`src/sv/ybmp_pkg.sv`:
```
// Shared types, constants and helper functions for the YUYV to BMP stream encoder.
// Used by ybmp_front, ybmp_queue, ybmp_back and yuyv_to_bmp_stream; no dependencies.
package ybmp_pkg;

	localparam logic [12:0] DIM_MAX      = 13'd4096;
	localparam logic [12:0] WIDTH_RESET  = 13'd256;
	localparam logic [12:0] HEIGHT_RESET = 13'd64;
	localparam logic [12:0] WIDTH_MIN    = 13'd2;
	localparam logic [12:0] HEIGHT_MIN   = 13'd1;

	localparam logic [1:0] REG_FRAME_WIDTH  = 2'd0;
	localparam logic [1:0] REG_FRAME_HEIGHT = 2'd1;

	localparam logic [26:0] HEADER_BYTES = 27'd54;
	localparam logic [5:0]  HDR_LAST_IDX = 6'd53;
	localparam logic [5:0]  PIX_LAST_IDX = 6'd5;

	localparam logic signed [17:0] COEF_Y  = 18'sd298;
	localparam logic signed [17:0] COEF_BU = 18'sd516;
	localparam logic signed [17:0] COEF_GU = 18'sd100;
	localparam logic signed [17:0] COEF_GV = 18'sd208;
	localparam logic signed [17:0] COEF_RV = 18'sd409;
	localparam logic signed [19:0] ROUND   = 20'sd128;

	typedef struct packed {
		logic            hdr;
		logic            last;
		logic [1:0]      pad;
		logic [12:0]     width;
		logic [12:0]     height;
		logic [26:0]     fsize;
		logic [5:0][7:0] pix;
	} ybmp_entry_t;

	function automatic logic [7:0] clamp8(input logic signed [19:0] s);
		logic [7:0] r;
		if (s[19]) begin
			r = 8'd0;
		end else if (|s[18:16]) begin
			r = 8'd255;
		end else begin
			r = s[15:8];
		end
		return r;
	endfunction

	function automatic logic [7:0] hdr_byte(input logic [5:0] idx, input logic [12:0] width,
		input logic [12:0] height, input logic [26:0] fsize);
		logic [31:0] fs;
		logic [31:0] w32;
		logic [31:0] nh;
		logic [7:0]  r;
		fs  = {5'd0, fsize};
		w32 = {19'd0, width};
		nh  = 32'd0 - {19'd0, height};
		case (idx)
			6'd0:  r = 8'h42;
			6'd1:  r = 8'h4D;
			6'd2:  r = fs[7:0];
			6'd3:  r = fs[15:8];
			6'd4:  r = fs[23:16];
			6'd5:  r = fs[31:24];
			6'd10: r = 8'd54;
			6'd14: r = 8'd40;
			6'd18: r = w32[7:0];
			6'd19: r = w32[15:8];
			6'd20: r = w32[23:16];
			6'd21: r = w32[31:24];
			6'd22: r = nh[7:0];
			6'd23: r = nh[15:8];
			6'd24: r = nh[23:16];
			6'd25: r = nh[31:24];
			6'd26: r = 8'd1;
			6'd28: r = 8'd24;
			default: r = 8'd0;
		endcase
		return r;
	endfunction

endpackage

```
`src/sv/ybmp_front.sv`:
```
// Front end: configuration registers, frame position counters and colour products.
// Accepts macropixels, classifies them and pushes complete entries; uses ybmp_pkg.
module ybmp_front import ybmp_pkg::*; (
	input  logic        clk,
	input  logic        arst_n,
	input  logic        in_valid,
	output logic        in_stall,
	input  logic [7:0]  luma_first,
	input  logic [7:0]  chroma_blue,
	input  logic [7:0]  luma_second,
	input  logic [7:0]  chroma_red,
	input  logic        cfg_valid,
	output logic        cfg_ready,
	input  logic [1:0]  cfg_index,
	input  logic [12:0] cfg_data,
	output logic        push,
	output ybmp_entry_t push_entry,
	input  logic        q_full
);

	logic [12:0] width_q, height_q;
	logic [11:0] col_q, row_q;
	logic [12:0] wc, eff_w, eff_h;
	logic [11:0] pairs;
	logic        row_end, frame_last, accept;
	logic [1:0]  pad;
	logic [13:0] row_bytes;
	logic [26:0] area;
	logic signed [9:0] c0, c1, d, e;

	logic               valid_s1, hdr_s1, last_s1;
	logic [1:0]         pad_s1;
	logic [12:0]        w_s1, h_s1;
	logic [26:0]        fsize_s1;
	logic signed [17:0] py0_s1, py1_s1, pbu_s1, pgu_s1, pgv_s1, prv_s1;
	logic signed [19:0] b0, g0, r0, b1, g1, r1;

	assign cfg_ready = 1'b1;

	always_ff @(posedge clk or negedge arst_n) begin
		if (!arst_n) begin
			width_q  <= WIDTH_RESET;
			height_q <= HEIGHT_RESET;
		end else if (cfg_valid) begin
			case (cfg_index)
				REG_FRAME_WIDTH:  width_q  <= cfg_data;
				REG_FRAME_HEIGHT: height_q <= cfg_data;
				default: ;
			endcase
		end
	end

	always_comb begin
		if (width_q < WIDTH_MIN) begin
			wc = WIDTH_MIN;
		end else if (width_q > DIM_MAX) begin
			wc = DIM_MAX;
		end else begin
			wc = width_q;
		end
		eff_w = {wc[12:1], 1'b0};
		if (height_q < HEIGHT_MIN) begin
			eff_h = HEIGHT_MIN;
		end else if (height_q > DIM_MAX) begin
			eff_h = DIM_MAX;
		end else begin
			eff_h = height_q;
		end
	end

	assign pairs      = eff_w[12:1];
	assign row_end    = ({1'b0, col_q} + 13'd1) >= {1'b0, pairs};
	assign frame_last = row_end && (({1'b0, row_q} + 13'd1) >= eff_h);
	assign pad        = eff_w[1] ? 2'd2 : 2'd0;
	assign row_bytes  = 14'({eff_w, 1'b0}) + 14'(eff_w) + 14'(pad);
	assign area       = 27'(row_bytes) * 27'(eff_h);

	assign c0 = $signed({2'b00, luma_first})  - 10'sd16;
	assign c1 = $signed({2'b00, luma_second}) - 10'sd16;
	assign d  = $signed({2'b00, chroma_blue}) - 10'sd128;
	assign e  = $signed({2'b00, chroma_red})  - 10'sd128;

	assign push     = valid_s1 && !q_full;
	assign in_stall = valid_s1 && q_full;
	assign accept   = in_valid && !in_stall;

	always_ff @(posedge clk or negedge arst_n) begin
		if (!arst_n) begin
			col_q    <= '0;
			row_q    <= '0;
			valid_s1 <= 1'b0;
		end else if (accept) begin
			valid_s1 <= 1'b1;
			if (row_end) begin
				col_q <= '0;
				row_q <= frame_last ? 12'd0 : row_q + 12'd1;
			end else begin
				col_q <= col_q + 12'd1;
			end
		end else if (push) begin
			valid_s1 <= 1'b0;
		end
	end

	always_ff @(posedge clk) begin
		if (accept) begin
			hdr_s1   <= (col_q == 12'd0) && (row_q == 12'd0);
			last_s1  <= frame_last;
			pad_s1   <= row_end ? pad : 2'd0;
			w_s1     <= eff_w;
			h_s1     <= eff_h;
			fsize_s1 <= area + HEADER_BYTES;
			py0_s1   <= 18'(COEF_Y * c0);
			py1_s1   <= 18'(COEF_Y * c1);
			pbu_s1   <= 18'(COEF_BU * d);
			pgu_s1   <= 18'(COEF_GU * d);
			pgv_s1   <= 18'(COEF_GV * e);
			prv_s1   <= 18'(COEF_RV * e);
		end
	end

	assign b0 = 20'(py0_s1) + 20'(pbu_s1) + ROUND;
	assign g0 = 20'(py0_s1) - 20'(pgu_s1) - 20'(pgv_s1) + ROUND;
	assign r0 = 20'(py0_s1) + 20'(prv_s1) + ROUND;
	assign b1 = 20'(py1_s1) + 20'(pbu_s1) + ROUND;
	assign g1 = 20'(py1_s1) - 20'(pgu_s1) - 20'(pgv_s1) + ROUND;
	assign r1 = 20'(py1_s1) + 20'(prv_s1) + ROUND;

	always_comb begin
		push_entry.hdr    = hdr_s1;
		push_entry.last   = last_s1;
		push_entry.pad    = pad_s1;
		push_entry.width  = w_s1;
		push_entry.height = h_s1;
		push_entry.fsize  = fsize_s1;
		push_entry.pix[0] = clamp8(b0);
		push_entry.pix[1] = clamp8(g0);
		push_entry.pix[2] = clamp8(r0);
		push_entry.pix[3] = clamp8(b1);
		push_entry.pix[4] = clamp8(g1);
		push_entry.pix[5] = clamp8(r1);
	end

endmodule

```
`src/sv/ybmp_queue.sv`:
```
// Two-entry queue of classified macropixels between the front and back ends.
// Uses ybmp_pkg for the entry type.
module ybmp_queue import ybmp_pkg::*; (
	input  logic        clk,
	input  logic        arst_n,
	input  logic        push,
	input  ybmp_entry_t push_entry,
	output logic        full,
	input  logic        pop,
	output ybmp_entry_t head,
	output logic        head_valid
);

	ybmp_entry_t entry_q [2];
	logic [1:0]  count_q;
	logic        wr_ptr_q, rd_ptr_q;

	assign full       = count_q == 2'd2;
	assign head_valid = count_q != 2'd0;
	assign head       = entry_q[rd_ptr_q];

	always_ff @(posedge clk or negedge arst_n) begin
		if (!arst_n) begin
			count_q  <= '0;
			wr_ptr_q <= 1'b0;
			rd_ptr_q <= 1'b0;
		end else begin
			if (push) begin
				wr_ptr_q <= !wr_ptr_q;
			end
			if (pop) begin
				rd_ptr_q <= !rd_ptr_q;
			end
			if (push && !pop) begin
				count_q <= count_q + 2'd1;
			end else if (pop && !push) begin
				count_q <= count_q - 2'd1;
			end
		end
	end

	always_ff @(posedge clk) begin
		if (push) begin
			entry_q[wr_ptr_q] <= push_entry;
		end
	end

	a_no_overflow: assert property (@(posedge clk) disable iff (!arst_n) !(push && full))
		else $error("queue written while full");
	a_no_underflow: assert property (@(posedge clk) disable iff (!arst_n) !(pop && !head_valid))
		else $error("queue read while empty");
	a_count_bound: assert property (@(posedge clk) disable iff (!arst_n) count_q != 2'd3)
		else $error("queue count out of range");

endmodule

```
`src/sv/ybmp_back.sv`:
```
// Back end: byte sequencer that turns queued entries into header, pixel and padding beats.
// Holds the output register; uses ybmp_pkg.
module ybmp_back import ybmp_pkg::*; (
	input  logic        clk,
	input  logic        arst_n,
	input  ybmp_entry_t head,
	input  logic        head_valid,
	output logic        pop,
	output logic        out_valid,
	input  logic        out_stall,
	output logic [7:0]  out_byte,
	output logic        frame_end
);

	typedef enum logic [3:0] {
		ST_NEW = 4'b0001,
		ST_HDR = 4'b0010,
		ST_PIX = 4'b0100,
		ST_PAD = 4'b1000
	} ybmp_phase_t;

	ybmp_phase_t phase_q, cur_phase, next_phase;
	logic [5:0]  idx_q, next_idx, pad_last;
	logic        advance, byte_end, entry_done;
	logic [7:0]  byte_val;
	logic        out_valid_q, frame_end_q;
	logic [7:0]  out_byte_q;

	assign advance  = head_valid && (!out_valid_q || !out_stall);
	assign pad_last = 6'(head.pad) - 6'd1;

	always_comb begin
		if (phase_q == ST_NEW) begin
			cur_phase = head.hdr ? ST_HDR : ST_PIX;
		end else begin
			cur_phase = phase_q;
		end
		byte_val   = 8'd0;
		byte_end   = 1'b0;
		entry_done = 1'b0;
		next_phase = cur_phase;
		next_idx   = idx_q + 6'd1;
		case (cur_phase)
			ST_HDR: begin
				byte_val = hdr_byte(idx_q, head.width, head.height, head.fsize);
				if (idx_q == HDR_LAST_IDX) begin
					next_phase = ST_PIX;
					next_idx   = 6'd0;
				end
			end
			ST_PIX: begin
				byte_val = head.pix[idx_q[2:0]];
				if (idx_q == PIX_LAST_IDX) begin
					next_idx = 6'd0;
					if (head.pad == 2'd0) begin
						byte_end   = head.last;
						entry_done = 1'b1;
						next_phase = ST_NEW;
					end else begin
						next_phase = ST_PAD;
					end
				end
			end
			ST_PAD: begin
				if (idx_q == pad_last) begin
					byte_end   = head.last;
					entry_done = 1'b1;
					next_phase = ST_NEW;
					next_idx   = 6'd0;
				end
			end
			default: begin
				next_phase = ST_NEW;
				next_idx   = 6'd0;
			end
		endcase
	end

	assign pop = advance && entry_done;

	always_ff @(posedge clk or negedge arst_n) begin
		if (!arst_n) begin
			phase_q     <= ST_NEW;
			idx_q       <= '0;
			out_valid_q <= 1'b0;
			frame_end_q <= 1'b0;
		end else if (advance) begin
			phase_q     <= next_phase;
			idx_q       <= next_idx;
			out_valid_q <= 1'b1;
			frame_end_q <= byte_end;
		end else if (!out_stall) begin
			out_valid_q <= 1'b0;
			frame_end_q <= 1'b0;
		end
	end

	always_ff @(posedge clk) begin
		if (advance) begin
			out_byte_q <= byte_val;
		end
	end

	assign out_valid = out_valid_q;
	assign out_byte  = out_byte_q;
	assign frame_end = frame_end_q;

	a_new_at_zero: assert property (@(posedge clk) disable iff (!arst_n)
		phase_q == ST_NEW |-> idx_q == 6'd0)
		else $error("sequencer index not cleared between entries");
	a_end_valid: assert property (@(posedge clk) disable iff (!arst_n)
		frame_end_q |-> out_valid_q)
		else $error("frame end flagged without a beat");

endmodule

```
`src/sv/yuyv_to_bmp_stream.sv`:
```
// A macropixel passes the front stage register, the queue and the output register.
// Throughput: one byte beat per cycle while fed and not stalled; 6 beats per macropixel,
// plus 2 padding beats at a row end when the width is not a multiple of 4, plus 54
// header beats per frame. The byte sequencer in the back end sets the rate; a two-entry
// queue decouples it. Reset (asynchronous, active low) clears counters, queue and output
// valid, and sets the frame size to 256 x 64.
module yuyv_to_bmp_stream import ybmp_pkg::*; (
	input  logic        clk,
	input  logic        arst_n,
	input  logic        in_valid,
	output logic        in_stall,
	input  logic [7:0]  luma_first,
	input  logic [7:0]  chroma_blue,
	input  logic [7:0]  luma_second,
	input  logic [7:0]  chroma_red,
	output logic        out_valid,
	input  logic        out_stall,
	output logic [7:0]  out_byte,
	output logic        frame_end,
	input  logic        cfg_valid,
	output logic        cfg_ready,
	input  logic [1:0]  cfg_index,
	input  logic [12:0] cfg_data
);

	logic        push, q_full, pop, head_valid;
	ybmp_entry_t push_entry, head;

	ybmp_front u_front (
		.clk         (clk),
		.arst_n      (arst_n),
		.in_valid    (in_valid),
		.in_stall    (in_stall),
		.luma_first  (luma_first),
		.chroma_blue (chroma_blue),
		.luma_second (luma_second),
		.chroma_red  (chroma_red),
		.cfg_valid   (cfg_valid),
		.cfg_ready   (cfg_ready),
		.cfg_index   (cfg_index),
		.cfg_data    (cfg_data),
		.push        (push),
		.push_entry  (push_entry),
		.q_full      (q_full)
	);

	ybmp_queue u_queue (
		.clk        (clk),
		.arst_n     (arst_n),
		.push       (push),
		.push_entry (push_entry),
		.full       (q_full),
		.pop        (pop),
		.head       (head),
		.head_valid (head_valid)
	);

	ybmp_back u_back (
		.clk        (clk),
		.arst_n     (arst_n),
		.head       (head),
		.head_valid (head_valid),
		.pop        (pop),
		.out_valid  (out_valid),
		.out_stall  (out_stall),
		.out_byte   (out_byte),
		.frame_end  (frame_end)
	);

endmodule

```
`config.mk`:
```
export PLATFORM = sky130hd
export DESIGN_NAME = yuyv_to_bmp_stream
export DESIGN_NICKNAME = d
export VERILOG_FILES = /design/src/sv/ybmp_pkg.sv /design/src/sv/ybmp_front.sv /design/src/sv/ybmp_queue.sv /design/src/sv/ybmp_back.sv /design/src/sv/yuyv_to_bmp_stream.sv
export SDC_FILE = /design/constraint.sdc
export NUM_CORES = 1
export LEC_CHECK = 0
export BUFFER_PORTS_ARGS = -buffer_cell sky130_fd_sc_hd__buf_2
export CAP_MARGIN = 20
export CORE_MARGIN = 1
export CORE_UTILIZATION = 40
export CTS_BUF_LIST = sky130_fd_sc_hd__clkbuf_2
export DETAILED_ROUTE_END_ITERATION = 16
export MAX_ROUTING_LAYER = met4
export SLEW_MARGIN = 20
export SYNTH_ARGS = -nofsm -noshare
export SYNTH_HDL_FRONTEND = slang
export SYNTH_HIERARCHICAL = 1
export SYNTH_SLANG_ARGS = --single-unit
```
`constraint.sdc`:
```
create_clock -name clk -period 13 [get_ports clk]
set_clock_uncertainty 0.1 [all_clocks]
set_input_delay 1.3 -clock clk [delete_from_list [all_inputs] [get_ports clk]]
set_output_delay 1.3 -clock clk [all_outputs]
set_load 0.005 [all_outputs]
```
==> impl_metrics.csv <==
group,metric,value,unit
outcome,outcome,"completed",
yosys,yosysMostFrequentCell,"ha_1",
min_path,min-delay-path-class,"in -> reg",
yosys,synth-seq-area-share,35.9,%
die,core,86800,um2
die,rows,108,
drt,ant_nets,0,
global_routing,grt_max_degree,75,
die,dieHeight,298,um
drt,drc,0,
timing,max_freq,0.0989,GHz
yosys,synth.area.top_cells,"edfxtp_1 31%, ha_1 20%, fa_1 11%",
setup_path,path_class,"reg -> reg",
timing,max-slew-margin-rel,28.4,%
drt,drt-pass1-iter-count,7,
timing,slew_violations,0,
yosys,synth-seq-cells,430,
global_routing,gr-total-overflow,0,
die,die_w,298,um
yosys,ys_types,95,
timing,tightest_slew,1070,ps
drt,drt_wl_total,79300,um
setup_path,crit_arrival,10880,ps
yosys,synth_edf_count,363,
setup_path,path_max_fanout,9,
global_routing,track_usage,18.6,%
setup_path,cp-end-kind,"flip-flop",
yosys,yosysWarnings,6,
run,drv_cap,0,
cts,cts_tree,"built",
timing,finalHoldViolations,0,
cts,clk_pin_slew,100,ps
final_layout,drive_gt1_share,13.2,%
setup_path,endpoint,"u_front/fsize_s1[26]$_DFFE_PP_",
setup_path,critPathLaunchType,"flip-flop",
drt,viasPerCell,5.14,
setup_path,slowest_delay,680,ps
yosys,synth_top_area_cell,"edfxtp_1",
setup_path,cp-startpoint,"u_front/width_q[4]$_DFFE_PN0P_",
yosys,synth_top_cell_area_share,31.1,%
global_routing,antenna_found_initial,1,
place,dp_hpwl,62000,um
global_routing,grt_pass1_wl,125000,um
timing,holdWs,229,ps
drt,wl_per_cell,17.7,um
cts,cts_resized,0,
yosys,async_flop_share,15.6,%
die,dieArea,88800,um2
final_layout,fin_util,43.4,%
timing,min_period_over_period,77.7,%
yosys,ys.flop_type,"edfxtp_1",
cts,cts-root-buf,"clkbuf_2",
yosys,avgSynthCellArea,11.3,um2
cts,clock_latency,1210,ps
yosys,syn_inst,3094,
setup_path,critPathSlowestCell,"xor2_1",
setup_path,timing.reg2reg.setup_slack,2890,ps
setup_path,worstPathRequired,13780,ps
setup_path,reg2regPathDepth,33,
final_layout,finalNetCount,4018,
cts,cts.sinks,430,
die,start_util,40.4,%
timing,fin_setup_tns,0,ps
setup_path,rr_endpoint,"u_front/fsize_s1[26]$_DFFE_PP_",
timing,setup_viol,0,
cts,cts-buffers-inserted,115,
global_routing,grt_pass1_vias,23100,
timing,rsz0062_at_grt,"false",
drt,drt_iter0_drc,1327,
place,routabilityCongestion,0.890,
drt,vias,23000,
yosys,netlist_area,35000,um2
timing,fin_crit,10110,ps
setup_path,timing.critical_path.mode_cell,"fa_1",
cts,cts.path.max_buffers,3,
setup_path,worstReg2RegStart,"u_front/width_q[4]$_DFFE_PN0P_",
final_layout,syn2layout_area_growth,7.53,%
place,io_buffers,62,
yosys,synth_common_cells,"554 x ha_1, 393 x inv_1, 363 x edfxtp_1",
cts,htreeDepth,3,
die,io_pins,64,
==> how the worst min path moves through the flow <==
stage | startpoint | endpoint | slack [ps] | cells after the start
4_1_cts | cfg_data[12] | u_front/height_q[12]$_DFFE_PN0P_ | 7 | 2
5_1_grt | cfg_data[12] | u_front/height_q[12]$_DFFE_PN0P_ | 50 | 2
3_5_place_dp | u_front/h_s1[1]$_DFFE_PP_ | u_queue/entry_q[1][76]$_DFFE_PP_ | 330 | 0
3_3_place_gp | u_front/fsize_s1[6]$_DFFE_PP_ | u_queue/entry_q[1][54]$_DFFE_PP_ | 320 | 0
2_1_floorplan | u_front/w_s1[12]$_DFFE_PP_ | u_queue/entry_q[0][100]$_DFFE_PP_ | 320 | 0
6_report | out_stall | u_back/frame_end$_DFFE_PN0P_ | 230 | 3
==> layout make-up <==
class,instances,area (um2)
diodes,1,2.50
clock buffers,160,801
clock inverters,47,264
fillers,8376,49100
inverters,403,1520
multi-input cells,2194,20600
flip-flops and latches,430,12600
well taps,1155,1450
repair buffers,80,463
==> worst max-delay path, delay by kind of cell, from the launching register on <==
kind | cells | cell delay [ps]
flip-flops | 1 | 410
buffers and inverters | 3 | 240
adder cells (fa/ha/maj) | 10 | 4110
AO/OA/AOI/OAI | 14 | 3350
XOR/XNOR | 2 | 760
AND/OR/NAND/NOR | 4 | 830
==> routing by layer <==
layer	global-route usage, %	up-vias	wire [um]	part of all wire, %
met3	2.44	107	3230	4.1
met4	5.68	0	1610	2.0
met1	24.7	11200	36800	46
met2	29.6	441	37600	47
li1	-	11300	-	-
met5	-	-	0	0
==> cells in the final DEF (no fill, tap or decap), types with 33 or more instances in the layout <==
master      n
nand3_1    47
nor2_1    165
xnor2_1   109
mux2_2     90
clkinv_1   36
o21a_1     47
a21o_1     50
mux2_4     40
ha_1      554
and3_1     33
dfrtp_1    63
clkbuf_2  160
buf_2      62
o21ai_0    75
nor2b_1    40
nand2_1   162
fa_1      188
a21oi_1   137
edfxtp_1  363
inv_1     392
xor2_1     67
==> sequential cells by signal, indices dropped and copies added (netlist names), 2 cells and up <==
name	cells
u_front/py0_s1	17
u_queue/count_q	2
u_front/width_q	13
u_back/phase_q	4
u_front/h_s1	13
u_front/fsize_s1	25
u_front/height_q	13
u_front/w_s1	12
u_front/py1_s1	17
u_back/out_byte	8
u_front/row_q	12
u_front/prv_s1	18
u_front/pbu_s1	13
u_front/pgu_s1	15
u_back/idx_q	6
u_front/pgv_s1	12
u_queue/entry_q	210
u_front/col_q	12
==> per-stage QoR <==
step,setup slack [ps],instances,cell area [um2]
floorplan,4130,3097,35100
global placement,3090,4259,36600
detailed placement,3070,4259,36600
CTS,2980,4468,37700
global route,2350,4470,37700
finish,2890,4470,37700
==> repair_timing <==
item                                   4_1_cts  5_1_grt
endpoints found under the hold margin        6        0
hold buffers                                 2        0
setup buffers                                0        0
==> kinds of logic (layout without fill, tap and decap cells) <==
family | after synthesis | count (layout) | share of synthesized area [%]
other cells | 2 | 6 | 0.0214
flops | 430 | 430 | 35.9
mux | 151 | 151 | 5.49
simple gates | 613 | 613 | 8.63
buf+inv | 473 | 690 | 5.40
compound gates | 507 | 507 | 9.65
fa+ha+maj | 742 | 742 | 30.5
xor+xnor | 176 | 176 | 4.40
Power is left out: the tool's default activity adds up to more than one toggle a clock period on the data nets, which glitch-free logic cannot reach.
